`src/hw/rtl/psn_pkg.sv`:
```
// shared constants and types for the polyline segment normal block
`timescale 1ns / 1ps
package psn_pkg;

    localparam int CW   = 24;          // coordinate width, signed q15.8
    localparam int DW   = CW + 1;      // difference width
    localparam int NFB  = 14;          // normal fraction bits
    localparam int NW   = 16;          // normal output width
    localparam int SW   = 16;          // normal_scale width, unsigned q8.8
    localparam int MW   = 31;          // normalised magnitude width, msb lands in bit 30
    localparam int LW   = 32;          // segment length width
    localparam int SQW  = 64;          // squared sum and root working width
    localparam int QW   = NFB + 1;     // quotient width, up to 2^nfb
    localparam int NUMW = MW + NFB + 1; // dividend width
    localparam int TW   = CW + 2;      // tip sum width
    localparam int CNTW = 5;           // iteration counter width

    localparam logic [SW-1:0] SCALE_RESET = SW'(2560);

    typedef enum logic [0:0] {
        REG_LEFT_NORMAL  = 1'b0,
        REG_NORMAL_SCALE = 1'b1
    } reg_idx_t;

    typedef struct packed {
        logic signed [DW-1:0] dx;
        logic signed [DW-1:0] dy;
        logic signed [CW-1:0] mx;
        logic signed [CW-1:0] my;
    } cmd_t;

endpackage

```
`src/hw/rtl/psn_front.sv`:
```
// input side: keeps the previous vertex, forms differences and midpoints
`timescale 1ns / 1ps
module psn_front
(
    input  logic                        clk,
    input  logic                        rst_n,
    input  logic                        s_tvalid,
    output logic                        s_tready,
    input  logic [2*psn_pkg::CW-1:0]    s_tdata,
    input  logic                        s_tuser,
    input  logic                        q_full,
    output logic                        push,
    output psn_pkg::cmd_t               push_cmd
);
    import psn_pkg::*;

    logic signed [CW-1:0] prev_x_reg, prev_x_next;
    logic signed [CW-1:0] prev_y_reg, prev_y_next;
    logic                 have_prev_reg, have_prev_next;
    logic signed [CW-1:0] cur_x, cur_y;
    logic signed [DW-1:0] sum_x, sum_y;
    logic                 accept;

    assign cur_x    = s_tdata[CW-1:0];
    assign cur_y    = s_tdata[2*CW-1:CW];
    assign s_tready = ~q_full;
    assign accept   = s_tvalid & ~q_full;
    assign push     = accept & have_prev_reg & ~s_tuser;

    assign sum_x = {prev_x_reg[CW-1], prev_x_reg} + {cur_x[CW-1], cur_x};
    assign sum_y = {prev_y_reg[CW-1], prev_y_reg} + {cur_y[CW-1], cur_y};

    always_comb
    begin
        push_cmd.dx = {prev_x_reg[CW-1], prev_x_reg} - {cur_x[CW-1], cur_x};
        push_cmd.dy = {prev_y_reg[CW-1], prev_y_reg} - {cur_y[CW-1], cur_y};
        // arithmetic halving floors
        push_cmd.mx = sum_x[CW:1];
        push_cmd.my = sum_y[CW:1];
    end

    always_comb
    begin
        prev_x_next    = prev_x_reg;
        prev_y_next    = prev_y_reg;
        have_prev_next = have_prev_reg;
        if (accept)
        begin
            prev_x_next    = cur_x;
            prev_y_next    = cur_y;
            have_prev_next = 1'b1;
        end
    end

    always_ff @(posedge clk or negedge rst_n)
    begin
        if (!rst_n)
        begin
            prev_x_reg    <= '0;
            prev_y_reg    <= '0;
            have_prev_reg <= 1'b0;
        end
        else
        begin
            prev_x_reg    <= prev_x_next;
            prev_y_reg    <= prev_y_next;
            have_prev_reg <= have_prev_next;
        end
    end

endmodule

```
`src/hw/rtl/psn_queue.sv`:
```
// two-entry command queue between front and back
`timescale 1ns / 1ps
module psn_queue
(
    input  logic          clk,
    input  logic          rst_n,
    input  logic          push,
    input  psn_pkg::cmd_t push_cmd,
    output logic          full,
    input  logic          pop,
    output logic          not_empty,
    output psn_pkg::cmd_t head_cmd
);
    import psn_pkg::*;

    cmd_t       entry_reg [2];
    logic       wr_ptr_reg, wr_ptr_next;
    logic       rd_ptr_reg, rd_ptr_next;
    logic [1:0] count_reg, count_next;

    assign full      = count_reg[1];
    assign not_empty = (count_reg != 2'd0);
    assign head_cmd  = entry_reg[rd_ptr_reg];

    always_comb
    begin
        wr_ptr_next = wr_ptr_reg ^ push;
        rd_ptr_next = rd_ptr_reg ^ pop;
        count_next  = count_reg;
        if (push && !pop)
            count_next = count_reg + 2'd1;
        else if (pop && !push)
            count_next = count_reg - 2'd1;
    end

    always_ff @(posedge clk)
    begin
        if (push)
            entry_reg[wr_ptr_reg] <= push_cmd;
    end

    always_ff @(posedge clk or negedge rst_n)
    begin
        if (!rst_n)
        begin
            wr_ptr_reg <= 1'b0;
            rd_ptr_reg <= 1'b0;
            count_reg  <= 2'd0;
        end
        else
        begin
            wr_ptr_reg <= wr_ptr_next;
            rd_ptr_reg <= rd_ptr_next;
            count_reg  <= count_next;
        end
    end

endmodule

```
`src/hw/rtl/psn_back.sv`:
```
// back end: normalise, square root, divide, scale and clamp on shared units
`timescale 1ns / 1ps
module psn_back
(
    input  logic                        clk,
    input  logic                        rst_n,
    input  logic                        q_valid,
    output logic                        pop,
    input  psn_pkg::cmd_t               cmd,
    input  logic                        left_normal,
    input  logic [psn_pkg::SW-1:0]      normal_scale,
    output logic                        out_valid,
    input  logic                        out_ready,
    output logic [psn_pkg::NW-1:0]      normal_x,
    output logic [psn_pkg::NW-1:0]      normal_y,
    output logic [psn_pkg::CW-1:0]      mid_x,
    output logic [psn_pkg::CW-1:0]      mid_y,
    output logic [psn_pkg::CW-1:0]      tip_x,
    output logic [psn_pkg::CW-1:0]      tip_y,
    output logic                        zero_length,
    output logic                        saturated
);
    import psn_pkg::*;

    typedef enum logic [10:0] {
        ST_IDLE = 11'b00000000001,
        ST_NORM = 11'b00000000010,
        ST_SQA  = 11'b00000000100,
        ST_SQB  = 11'b00000001000,
        ST_SQC  = 11'b00000010000,
        ST_ROOT = 11'b00000100000,
        ST_DPRE = 11'b00001000000,
        ST_DIV  = 11'b00010000000,
        ST_SCL1 = 11'b00100000000,
        ST_SCL2 = 11'b01000000000,
        ST_SCL3 = 11'b10000000000
    } state_t;

    localparam logic signed [TW-1:0] TIP_MAX = {{(TW-CW+1){1'b0}}, {(CW-1){1'b1}}};
    localparam logic signed [TW-1:0] TIP_MIN = {{(TW-CW+1){1'b1}}, {(CW-1){1'b0}}};

    state_t              state_reg, state_next;
    logic [MW-1:0]       ax_reg, ax_next, ay_reg, ay_next;
    logic                dxneg_reg, dxneg_next, dyneg_reg, dyneg_next;
    logic                zero_reg, zero_next;
    logic [CW-1:0]       mx_reg, mx_next, my_reg, my_next;
    logic [2*MW-1:0]     prod_reg, prod_next;
    logic [SQW-1:0]      s_reg, s_next, r_reg, r_next, bit_reg, bit_next;
    logic [LW-1:0]       rem_reg, rem_next;
    logic [QW-1:0]       numlo_reg, numlo_next, q_reg, q_next;
    logic [QW-1:0]       qx_reg, qx_next, qy_reg, qy_next;
    logic [CNTW-1:0]     cnt_reg, cnt_next;
    logic                divy_reg, divy_next;
    logic [CW-1:0]       tx_reg, tx_next;
    logic                satx_reg, satx_next;
    logic                out_valid_reg, out_valid_next;
    logic [NW-1:0]       nx_out_reg, nx_out_next, ny_out_reg, ny_out_next;
    logic [CW-1:0]       mx_out_reg, mx_out_next, my_out_reg, my_out_next;
    logic [CW-1:0]       tx_out_reg, tx_out_next, ty_out_reg, ty_out_next;
    logic                zl_out_reg, zl_out_next, sat_out_reg, sat_out_next;

    logic [MW-1:0]       mul_a, mul_b;
    logic [2*MW-1:0]     mul_p;
    logic [DW-1:0]       adx, ady;
    logic [SQW-1:0]      root_trial;
    logic [LW-1:0]       len;
    logic [MW-1:0]       div_a;
    logic [NUMW-1:0]     num;
    logic [LW:0]         rem_shift;
    logic                q_bit;
    logic                nx_neg, ny_neg;
    logic [2*MW-1:0]     rnd_sum;
    logic [SW:0]         r_mag;
    logic                tip_neg;
    logic [CW-1:0]       tip_mid;
    logic signed [TW-1:0] tip_sum;
    logic [CW-1:0]       tip_val;
    logic                tip_sat;
    logic                out_free;

    assign mul_p = mul_a * mul_b;
    assign adx   = cmd.dx[DW-1] ? -cmd.dx : cmd.dx;
    assign ady   = cmd.dy[DW-1] ? -cmd.dy : cmd.dy;
    assign len   = r_reg[LW-1:0];
    assign root_trial = r_reg + bit_reg;
    assign div_a = divy_reg ? ay_reg : ax_reg;
    assign num   = NUMW'({div_a, {NFB{1'b0}}}) + NUMW'(len[LW-1:1]);
    assign rem_shift = {rem_reg, numlo_reg[QW-1]};
    assign q_bit = (rem_shift >= {1'b0, len});

    // signs after the quarter turn
    assign nx_neg = left_normal ? ~dyneg_reg : dyneg_reg;
    assign ny_neg = left_normal ? dxneg_reg : ~dxneg_reg;

    // scaled offset, half away from zero, then clamp
    assign rnd_sum = prod_reg + (2*MW)'(1 << (NFB - 1));
    assign r_mag   = rnd_sum[NFB+SW:NFB];
    assign tip_neg = state_reg == ST_SCL2 ? nx_neg : ny_neg;
    assign tip_mid = state_reg == ST_SCL2 ? mx_reg : my_reg;
    assign tip_sum = tip_neg
                   ? $signed({{(TW-CW){tip_mid[CW-1]}}, tip_mid}) - $signed(TW'(r_mag))
                   : $signed({{(TW-CW){tip_mid[CW-1]}}, tip_mid}) + $signed(TW'(r_mag));

    always_comb
    begin
        tip_sat = 1'b0;
        tip_val = tip_sum[CW-1:0];
        if (tip_sum > TIP_MAX)
        begin
            tip_sat = 1'b1;
            tip_val = TIP_MAX[CW-1:0];
        end
        else if (tip_sum < TIP_MIN)
        begin
            tip_sat = 1'b1;
            tip_val = TIP_MIN[CW-1:0];
        end
    end

    assign out_free = ~out_valid_reg | out_ready;
    assign pop      = (state_reg == ST_IDLE) & q_valid;

    always_comb
    begin
        mul_a = '0;
        mul_b = '0;
        case (state_reg)
            ST_SQA:
            begin
                mul_a = ax_reg;
                mul_b = ax_reg;
            end
            ST_SQB:
            begin
                mul_a = ay_reg;
                mul_b = ay_reg;
            end
            ST_SCL1:
            begin
                mul_a = MW'(qy_reg);
                mul_b = MW'(normal_scale);
            end
            ST_SCL2:
            begin
                mul_a = MW'(qx_reg);
                mul_b = MW'(normal_scale);
            end
            default:
            begin
                mul_a = '0;
                mul_b = '0;
            end
        endcase
    end

    always_comb
    begin
        state_next     = state_reg;
        ax_next        = ax_reg;
        ay_next        = ay_reg;
        dxneg_next     = dxneg_reg;
        dyneg_next     = dyneg_reg;
        zero_next      = zero_reg;
        mx_next        = mx_reg;
        my_next        = my_reg;
        prod_next      = prod_reg;
        s_next         = s_reg;
        r_next         = r_reg;
        bit_next       = bit_reg;
        rem_next       = rem_reg;
        numlo_next     = numlo_reg;
        q_next         = q_reg;
        qx_next        = qx_reg;
        qy_next        = qy_reg;
        cnt_next       = cnt_reg;
        divy_next      = divy_reg;
        tx_next        = tx_reg;
        satx_next      = satx_reg;
        out_valid_next = out_valid_reg & ~out_ready;
        nx_out_next    = nx_out_reg;
        ny_out_next    = ny_out_reg;
        mx_out_next    = mx_out_reg;
        my_out_next    = my_out_reg;
        tx_out_next    = tx_out_reg;
        ty_out_next    = ty_out_reg;
        zl_out_next    = zl_out_reg;
        sat_out_next   = sat_out_reg;

        case (state_reg)
            ST_IDLE:
            begin
                if (q_valid)
                begin
                    ax_next    = MW'(adx);
                    ay_next    = MW'(ady);
                    dxneg_next = cmd.dx[DW-1];
                    dyneg_next = cmd.dy[DW-1];
                    mx_next    = cmd.mx;
                    my_next    = cmd.my;
                    zero_next  = (adx == '0) && (ady == '0);
                    qx_next    = '0;
                    qy_next    = '0;
                    if ((adx == '0) && (ady == '0))
                        state_next = ST_SCL1;
                    else
                        state_next = ST_NORM;
                end
            end
            ST_NORM:
            begin
                // shift up until the larger magnitude reaches bit 30
                if (ax_reg[MW-1] | ay_reg[MW-1])
                    state_next = ST_SQA;
                else
                begin
                    ax_next = {ax_reg[MW-2:0], 1'b0};
                    ay_next = {ay_reg[MW-2:0], 1'b0};
                end
            end
            ST_SQA:
            begin
                prod_next  = mul_p;
                state_next = ST_SQB;
            end
            ST_SQB:
            begin
                s_next     = SQW'(prod_reg);
                prod_next  = mul_p;
                state_next = ST_SQC;
            end
            ST_SQC:
            begin
                s_next     = s_reg + SQW'(prod_reg);
                r_next     = '0;
                bit_next   = SQW'(1) << (SQW - 2);
                cnt_next   = '0;
                state_next = ST_ROOT;
            end
            ST_ROOT:
            begin
                if (s_reg >= root_trial)
                begin
                    s_next = s_reg - root_trial;
                    r_next = (r_reg >> 1) + bit_reg;
                end
                else
                    r_next = r_reg >> 1;
                bit_next = bit_reg >> 2;
                cnt_next = cnt_reg + CNTW'(1);
                if (cnt_reg == CNTW'(SQW / 2 - 1))
                begin
                    divy_next  = 1'b0;
                    state_next = ST_DPRE;
                end
            end
            ST_DPRE:
            begin
                rem_next   = LW'(num[NUMW-1:QW]);
                numlo_next = num[QW-1:0];
                q_next     = '0;
                cnt_next   = '0;
                state_next = ST_DIV;
            end
            ST_DIV:
            begin
                if (q_bit)
                    rem_next = LW'(rem_shift - {1'b0, len});
                else
                    rem_next = rem_shift[LW-1:0];
                numlo_next = {numlo_reg[QW-2:0], 1'b0};
                q_next     = {q_reg[QW-2:0], q_bit};
                cnt_next   = cnt_reg + CNTW'(1);
                if (cnt_reg == CNTW'(QW - 1))
                begin
                    if (divy_reg)
                    begin
                        qy_next    = {q_reg[QW-2:0], q_bit};
                        state_next = ST_SCL1;
                    end
                    else
                    begin
                        qx_next    = {q_reg[QW-2:0], q_bit};
                        divy_next  = 1'b1;
                        state_next = ST_DPRE;
                    end
                end
            end
            ST_SCL1:
            begin
                // normal x magnitude is the y quotient
                prod_next  = mul_p;
                state_next = ST_SCL2;
            end
            ST_SCL2:
            begin
                tx_next    = tip_val;
                satx_next  = tip_sat;
                prod_next  = mul_p;
                state_next = ST_SCL3;
            end
            ST_SCL3:
            begin
                if (out_free)
                begin
                    out_valid_next = 1'b1;
                    nx_out_next    = nx_neg ? -NW'(qy_reg) : NW'(qy_reg);
                    ny_out_next    = ny_neg ? -NW'(qx_reg) : NW'(qx_reg);
                    mx_out_next    = mx_reg;
                    my_out_next    = my_reg;
                    tx_out_next    = tx_reg;
                    ty_out_next    = tip_val;
                    zl_out_next    = zero_reg;
                    sat_out_next   = satx_reg | tip_sat;
                    state_next     = ST_IDLE;
                end
            end
            default:
            begin
                state_next = ST_IDLE;
            end
        endcase
    end

    always_ff @(posedge clk)
    begin
        ax_reg     <= ax_next;
        ay_reg     <= ay_next;
        dxneg_reg  <= dxneg_next;
        dyneg_reg  <= dyneg_next;
        zero_reg   <= zero_next;
        mx_reg     <= mx_next;
        my_reg     <= my_next;
        prod_reg   <= prod_next;
        s_reg      <= s_next;
        r_reg      <= r_next;
        bit_reg    <= bit_next;
        rem_reg    <= rem_next;
        numlo_reg  <= numlo_next;
        q_reg      <= q_next;
        qx_reg     <= qx_next;
        qy_reg     <= qy_next;
        divy_reg   <= divy_next;
        tx_reg     <= tx_next;
        satx_reg   <= satx_next;
        nx_out_reg <= nx_out_next;
        ny_out_reg <= ny_out_next;
        mx_out_reg <= mx_out_next;
        my_out_reg <= my_out_next;
        tx_out_reg <= tx_out_next;
        ty_out_reg <= ty_out_next;
        zl_out_reg <= zl_out_next;
        sat_out_reg <= sat_out_next;
    end

    always_ff @(posedge clk or negedge rst_n)
    begin
        if (!rst_n)
        begin
            state_reg     <= ST_IDLE;
            cnt_reg       <= '0;
            out_valid_reg <= 1'b0;
        end
        else
        begin
            state_reg     <= state_next;
            cnt_reg       <= cnt_next;
            out_valid_reg <= out_valid_next;
        end
    end

    assign out_valid   = out_valid_reg;
    assign normal_x    = nx_out_reg;
    assign normal_y    = ny_out_reg;
    assign mid_x       = mx_out_reg;
    assign mid_y       = my_out_reg;
    assign tip_x       = tx_out_reg;
    assign tip_y       = ty_out_reg;
    assign zero_length = zl_out_reg;
    assign saturated   = sat_out_reg;

endmodule

```
`src/hw/rtl/polyline_segment_normals_core.sv`:
```
// top level: apb registers, front end, command queue and arithmetic back end
// back end steps: 7 to 30 normalising shifts, a 32-step
//   root and two 15-step divides; a zero-length segment goes straight to scaling
// flow: the back end handles one segment at a time and takes the next once a result is
//   registered; the front takes vertices while the queue has room, first ones give no result
// reset: asynchronous active low rst_n clears vertex, queue, sequencer, valid; regs 0, 10.0
`timescale 1ns / 1ps
module polyline_segment_normals_core
(
    input  logic         clk,
    input  logic         rst_n,
    // apb configuration port
    input  logic         psel,
    input  logic         penable,
    input  logic         pwrite,
    input  logic [2:0]   paddr,
    input  logic [31:0]  pwdata,
    output logic [31:0]  prdata,
    output logic         pready,
    // vertex input stream
    input  logic         s_tvalid,
    output logic         s_tready,
    input  logic [47:0]  s_tdata,   // point_x [23:0], point_y [47:24]
    input  logic         s_tuser,   // first_point
    // segment result stream
    output logic         m_tvalid,
    input  logic         m_tready,
    output logic [127:0] m_tdata,   // normal_x, normal_y, mid_x, mid_y, tip_x, tip_y
    output logic [1:0]   m_tuser    // zero_length, saturated
);
    import psn_pkg::*;

    // configuration registers
    logic          left_normal_reg, left_normal_next;
    logic [SW-1:0] normal_scale_reg, normal_scale_next;
    logic          cfg_write;
    reg_idx_t      cfg_idx;

    // front to queue and queue to back
    logic          q_push, q_full, q_pop, q_not_empty;
    cmd_t          push_cmd, head_cmd;

    // result fields
    logic [NW-1:0] normal_x, normal_y;
    logic [CW-1:0] mid_x, mid_y, tip_x, tip_y;
    logic          zero_length, saturated;

    assign pready    = 1'b1;
    assign cfg_write = psel & penable & pwrite;
    assign cfg_idx   = reg_idx_t'(paddr[2]);

    always_comb
    begin
        left_normal_next  = left_normal_reg;
        normal_scale_next = normal_scale_reg;
        if (cfg_write)
        begin
            case (cfg_idx)
                REG_LEFT_NORMAL:  left_normal_next  = pwdata[0];
                REG_NORMAL_SCALE: normal_scale_next = pwdata[SW-1:0];
                default:          left_normal_next  = left_normal_reg;
            endcase
        end
    end

    always_comb
    begin
        case (cfg_idx)
            REG_LEFT_NORMAL:  prdata = {31'd0, left_normal_reg};
            REG_NORMAL_SCALE: prdata = {{(32-SW){1'b0}}, normal_scale_reg};
            default:          prdata = '0;
        endcase
    end

    always_ff @(posedge clk or negedge rst_n)
    begin
        if (!rst_n)
        begin
            left_normal_reg  <= 1'b0;
            normal_scale_reg <= SCALE_RESET;
        end
        else
        begin
            left_normal_reg  <= left_normal_next;
            normal_scale_reg <= normal_scale_next;
        end
    end

    // front end classifies vertices: first of a line only updates the previous vertex
    psn_front u_front
    (
        .clk      (clk),
        .rst_n    (rst_n),
        .s_tvalid (s_tvalid),
        .s_tready (s_tready),
        .s_tdata  (s_tdata),
        .s_tuser  (s_tuser),
        .q_full   (q_full),
        .push     (q_push),
        .push_cmd (push_cmd)
    );

    // short queue decouples the input transaction from the long back end
    psn_queue u_queue
    (
        .clk       (clk),
        .rst_n     (rst_n),
        .push      (q_push),
        .push_cmd  (push_cmd),
        .full      (q_full),
        .pop       (q_pop),
        .not_empty (q_not_empty),
        .head_cmd  (head_cmd)
    );

    // back end holds its own output register so the next segment starts while a result waits
    psn_back u_back
    (
        .clk          (clk),
        .rst_n        (rst_n),
        .q_valid      (q_not_empty),
        .pop          (q_pop),
        .cmd          (head_cmd),
        .left_normal  (left_normal_reg),
        .normal_scale (normal_scale_reg),
        .out_valid    (m_tvalid),
        .out_ready    (m_tready),
        .normal_x     (normal_x),
        .normal_y     (normal_y),
        .mid_x        (mid_x),
        .mid_y        (mid_y),
        .tip_x        (tip_x),
        .tip_y        (tip_y),
        .zero_length  (zero_length),
        .saturated    (saturated)
    );

    assign m_tdata = {tip_y, tip_x, mid_y, mid_x, normal_y, normal_x};
    assign m_tuser = {saturated, zero_length};

endmodule

```
`config.mk`:
```
export PLATFORM = sky130hd
export DESIGN_NAME = polyline_segment_normals_core
export DESIGN_NICKNAME = d
export VERILOG_FILES = /design/src/hw/rtl/psn_pkg.sv /design/src/hw/rtl/psn_front.sv /design/src/hw/rtl/psn_queue.sv /design/src/hw/rtl/psn_back.sv /design/src/hw/rtl/polyline_segment_normals_core.sv
export SDC_FILE = /design/constraint.sdc
export NUM_CORES = 2
export LEC_CHECK = 0
export ABC_AREA = 1
export BUFFER_PORTS_ARGS = -buffer_cell sky130_fd_sc_hd__clkbuf_2
export CORE_ASPECT_RATIO = 0.6
export CORE_MARGIN = 1
export CORE_UTILIZATION = 40
export DETAILED_ROUTE_END_ITERATION = 16
export MAX_ROUTING_LAYER = met4
export PLACE_DENSITY = 0.67
export SLEW_MARGIN = 20
export SYNTH_ARGS = -nofsm -noshare
export SYNTH_HDL_FRONTEND = slang
export SYNTH_SLANG_ARGS = --single-unit
```
`constraint.sdc`:
```
create_clock -name clk -period 36.8 [get_ports clk]
set_clock_uncertainty 0.05 [all_clocks]
set_input_delay 0 -clock clk [delete_from_list [all_inputs] [get_ports clk]]
set_output_delay 0 -clock clk [all_outputs]
set_load 0.02 [all_outputs]
```
[Word level (Yosys, flattened, before mapping)]
Memories as Yosys holds them, arrays and structs flattened.
Index checks and enable logic that the tools add are counted.
Storage, ports and cells
  register bits: 701
  bits in writable memories: 196
  input bits: 91
  output and inout port bits: 165
  word-level logic and storage cells: 194
  memories: 1
Memory list
  u_queue.entry_reg: words 2, bits a word 98, read ports 1, clocked after memory_dff 0, wr ports 1, line psn_queue.sv:16  | cmd_t entry_reg [2];
Operators by class
  add/sub/neg operators: 20
  multipliers: 1
  order comparisons: 4
  equal/unequal tests: 22
  multiplexer cells: 57
  bitwise gates (word level): 19
  reductions and logical operators: 30
Operator list (number)
  one-hot mux 64 bit (2 select lines): 2
  one-hot mux 64 bit (3 select lines): 1
  two-way mux 31 bit: 5
  two-way mux 64 bit: 2
  one-hot mux 32 bit (2 select lines): 2
  one-hot mux 31 bit (2 select lines): 2
  one-hot mux 31 bit (4 select lines): 1
  one-hot mux 11 bit (11 select lines): 1
  two-way mux 15 bit: 7
  one-hot mux 31 bit (3 select lines): 1
  one-hot mux 15 bit (2 select lines): 3
  two-way mux 24 bit: 3
  adder 63 x 64 -> 64 bit: 1
  adder 64 x 62 -> 64 bit: 1
  adder 64 bit: 1
  >= comparator 64 bit: 1
  subtractor 64 bit: 1
  multiplier 31 x 31 -> 62 bit: 1
  two-way mux 11 bit: 5
  adder 24 x 24 -> 25 bit: 2
  zero test 25 bit: 2
  two-way mux 25 bit: 2
  negation 25 bit: 2
  subtractor 24 x 24 -> 25 bit: 2
  49 further kinds: 102

[Depth between registers and ports, before layout]
  depth after elaboration: 8
  depth in mapped cells: 44
  gate-level depth less buffers: 42

[Modules after synthesis]
From an unflattened synthesis, not the netlist that was laid out.
Second synthesis, totals
  cells, all modules: 11706
  area, all modules: 92896.6 um^2
Modules (own cells, without submodules)
  psn_back: times used 1, cells each 9616, area each 75751.4 um^2, sequential area each 17903.4 um^2
  psn_front: times used 1, cells each 1628, area each 8841.0 um^2, sequential area each 1226.2 um^2
  psn_queue: times used 1, cells each 328, area each 7312.0 um^2, sequential area each 5985.7 um^2
  polyline_segment_normals_core: times used 1, cells each 134, area each 992.2 um^2, sequential area each 427.9 um^2

[Least setup slack after synthesis]
No wires, ideal clock.
  kind: register to register
  start: register u_back.state_reg[7]
  end: register u_back.mx_out_reg[0], in the netlist u_back.mid_x[0], enable pin
  arrival time: 13.193 ns
  required time: 35.812 ns
  setup slack: 22.619 ns
  cell stages (with the launch flop): 8
  buffers on the path: 0
  period minus slack after synthesis: 14.181 ns
  cells stage by stage: dfrtp_1 nor2_1 inv_1 nor2_2 inv_2 nor2_2 nand2_1 nor4_1
On the way
  cells in the longest elaborated chain, start to end: 2
RTL lines
  start: declaration: line psn_back.sv:42  | state_t state_reg, state_next;
  start signal: assignment: line psn_back.sv:365  | state_reg <= state_next;
  == test 11 bit: line psn_back.sv:189  | case (state_reg)
  AND reduction 2 bit (no source line)
  end signal: assignment: line psn_back.sv:347  | mx_out_reg <= mx_out_next;
  end: declaration: line psn_back.sv:58  | logic [CW-1:0] mx_out_reg, mx_out_next, my_out_reg, my_out_next;
Every way passes these cells.
A chain may end at the register's enable or synchronous reset.

[Final worst setup path]
  start: register u_back.state_reg[0]
  end: register u_back.prod_reg[49] (data pin)
On the way
  cells in the longest elaborated chain, start to end: 4
  elaborated cells between the ends (all ways): 8
RTL lines
  == test 11 x 9 -> 1 bit / == test 11 x 10 -> 1 bit (equally long branches): line psn_back.sv:127  | case (state_reg)
  OR reduction 2 bit (no source line)
  one-hot mux 31 bit (3 select lines): line psn_back.sv:127
  multiplier 31 x 31 -> 62 bit *: line psn_back.sv:81  | assign mul_p = mul_a * mul_b;
  net u_back.mul_p[49]: line psn_back.sv:63  | logic [2*MW-1:0] mul_p;
  end signal: assignment: line psn_back.sv:333  | prod_reg <= prod_next;
  end: declaration: line psn_back.sv:47  | logic [2*MW-1:0] prod_reg, prod_next;
Mark *: on every way through the listed nets, which the timed path passes. The rest lies on a longest branch.

==> results.sh <==
export IMPL_finalCritPeriodShare=0.330
export IMPL_grt_max_degree=86
export IMPL_via_per_inst=5.32
export IMPL_drt_total_wl_um=313000
export IMPL_grt_pass1_vias=71100
export IMPL_rsz0062_at_grt="no"
export IMPL_p_leak_nw=45.1
export IMPL_fillers=22000
export IMPL_min_path_type="input pin to register"
export IMPL_reg2reg_from="u_back.state_reg[0]"
export IMPL_run_status="finished clean"
export IMPL_core_area_mm2=0.222
export IMPL_synth_distinct_cells=76
export IMPL_cp_max_fo=22
export IMPL_ff2ff_setup_slack_ps=24660
export IMPL_cap_violations=0
export IMPL_crit_slowest_cell="clkinv_1"
export IMPL_ir_drop_mv=0.0521
export IMPL_netlist_area_mm2=0.0896
export IMPL_path_class="register to register"
export IMPL_synth_cells=11000
export IMPL_die_w_um=613
export IMPL_yosys_most_used_dff="edfxtp_1"
export IMPL_final_setup_viol_count=0
export IMPL_layout_nets=12800
export IMPL_ys_seq_area_frac=0.285
export IMPL_grt_pass1_wl_um=461000
export IMPL_syn_area_per_cell_um2=8.16
export IMPL_power_density_mw_per_mm2=46.7
export IMPL_critPathArrivalTime_ps=12440
export IMPL_grtUsageTotal=0.282
export IMPL_dr_pass1_iters=6
export IMPL_clk_pin_slew_ps=70
export IMPL_dr_total_vias=75900
export IMPL_worstMarginPinSlew_ps=1340
export IMPL_final_hold_viol_count=0
export IMPL_post_route_min_period_ps=12140
export IMPL_cts_tree="yes"
export IMPL_final_common_cell="nand2_1"
export IMPL_critPathLaunchType="register"
export IMPL_rows=134
export IMPL_initial_core_util=0.403
export IMPL_crit_start="u_back.state_reg[0]"
export IMPL_slew_viol_final=0
export IMPL_ant_nets=0
export IMPL_post_cts_buffers=0
export IMPL_min_path_cells=4
export IMPL_max_freq_mhz=82.4
export IMPL_maxSlewHeadroom=0.0958
export IMPL_async_flop_share=0.101
export IMPL_synth_edf_count=778
export IMPL_layout_drive_gt1_share=0.0604
export IMPL_place_inst=14000
export IMPL_hp_start="s_tdata[46]"
export IMPL_dpl_hpwl_um=253000
export IMPL_grt_remaining_overflow=0
export IMPL_cts_resized=0
export IMPL_syn_to_final_growth_pct=9.77
export IMPL_die_area_mm2=0.226
export IMPL_antenna_found_initial=5
export IMPL_required_ps=37100
export IMPL_num_io_pins=256
export IMPL_final_cell_mix="nand2_1, inv_1, nor2_1"
export IMPL_cts_max_level=3
export IMPL_cts_buffer_depth=3
export IMPL_stdcell_count=14300
export IMPL_fin_tns_setup_ps=0
export IMPL_crit_path_end_kind="register"
export IMPL_slowest_delay_ps=870
export IMPL_root_buffer="clkbuf_16"
export IMPL_drt_drc_violations_left=0
export IMPL_clkLatencyLatePin_ps=750
export IMPL_portBuffers=220
export IMPL_gp_congestion=1.04
export IMPL_cts_made_buffers=89
export IMPL_cts_sinks=865
export IMPL_path_common_cell="fa_1"
export IMPL_postCtsHoldBufs=94
export IMPL_ys_ff_latch=865
export IMPL_largest_reg_flops=196
export IMPL_drt_initial_drc_count=9901
export IMPL_die_h_um=369
export IMPL_wl_per_cell_um=21.9
export IMPL_r2r_cells=34
export IMPL_synth_warnings=0
## metrics by stage
step / instance area (um2) / utilization / setup slack [ps] / total power (W) / hold WS, ps
2_1_floorplan: 89700 / - / 22620 / 0.00285 / -346
3_3_place_gp: 94200 / 0.423 / 25430 / 0.00350 / 56.5
3_5_place_dp: 94200 / 0.423 / 25460 / 0.00351 / 57.8
4_1_cts: 98300 / 0.442 / 25380 / 0.00455 / 0.738
5_1_grt: 98400 / 0.442 / 24610 / 0.00485 / 29.1
6_report: 98400 / 0.442 / 24660 / 0.00460 / 43.7
## cells in the mapped netlist (all sizes together) (50+ instances only)
| master | number | area (um2) |
|---|---|---|
| nand3 | 334 | 1700 |
| nor2 | 1211 | 4590 |
| xnor2 | 123 | 1080 |
| clkbuf | 194 | 728 |
| nand4 | 69 | 438 |
| nand2 | 2211 | 8330 |
| dfrtp | 84 | 2100 |
| o21bai | 51 | 383 |
| o22ai | 50 | 363 |
| o21ai | 666 | 3370 |
| xor2 | 262 | 2300 |
| a31oi | 75 | 469 |
| ha | 629 | 7870 |
| o211ai | 60 | 450 |
| nor3 | 89 | 472 |
| or2 | 77 | 482 |
| fa | 846 | 16900 |
| buf | 109 | 643 |
| inv | 2121 | 7970 |
| a21oi | 631 | 3190 |
| edfxtp | 778 | 23400 |
## layer usage
layer	share of wire	GRT usage	vias up
li1	-	-	35400
met1	0.47	0.431	36200
met2	0.35	0.329	4052
met3	0.16	0.125	288
met4	0.020	0.0505	0
met5	0	-	-
## cell type report
cell class,count,area (um2),share of cell area
antenna,5,12.5,0.000127
clock buffer,107,2380,0.0242
clock inverter,60,843,0.00857
inverter,2136,8030,0.0816
multi-input combinational,7687,55000,0.559
sequential,865,25500,0.260
tap,2992,3740,0.0381
timing repair buffer,413,2810,0.0286
## worst paths after layout
path                                               end
worst max-delay path               u_back.prod_reg[49]
max in group asynchronous           u_queue.rd_ptr_reg
worst min-delay path            u_front.prev_y_reg[22]
min in group asynchronous          normal_scale_reg[9]
worst min register to register         u_back.tip_x[3]
worst max register to register     u_back.prod_reg[49]
## critical path, delay by kind of cell (launching register included)
family          cells  cell delay [ps]
fa+ha+maj           9             4480
compound gates      6             2250
buf+inv             9             1940
simple gates        9             1510
xor+xnor            1              860
flops               1              550
## power breakdown
part,internal (W),switching [W]
clock network,0.000564,0.000455
logic,0.000552,0.00143
registers,0.00145,0.000139
## cell families (layout without fill, tap and decap cells)
family          after synthesis  in the layout  share of synthesized area
mux                          18             18                    0.00222
compound gates             1727           1727                      0.109
fa+ha+maj                  1475           1475                      0.277
xor+xnor                    385            385                     0.0377
buf+inv                    2439           2716                      0.105
flops                       865            865                      0.285
simple gates               4065           4065                      0.184
other cells                   2             22                  0.0000838
Note: power is estimated with default switching activity, not from simulation.
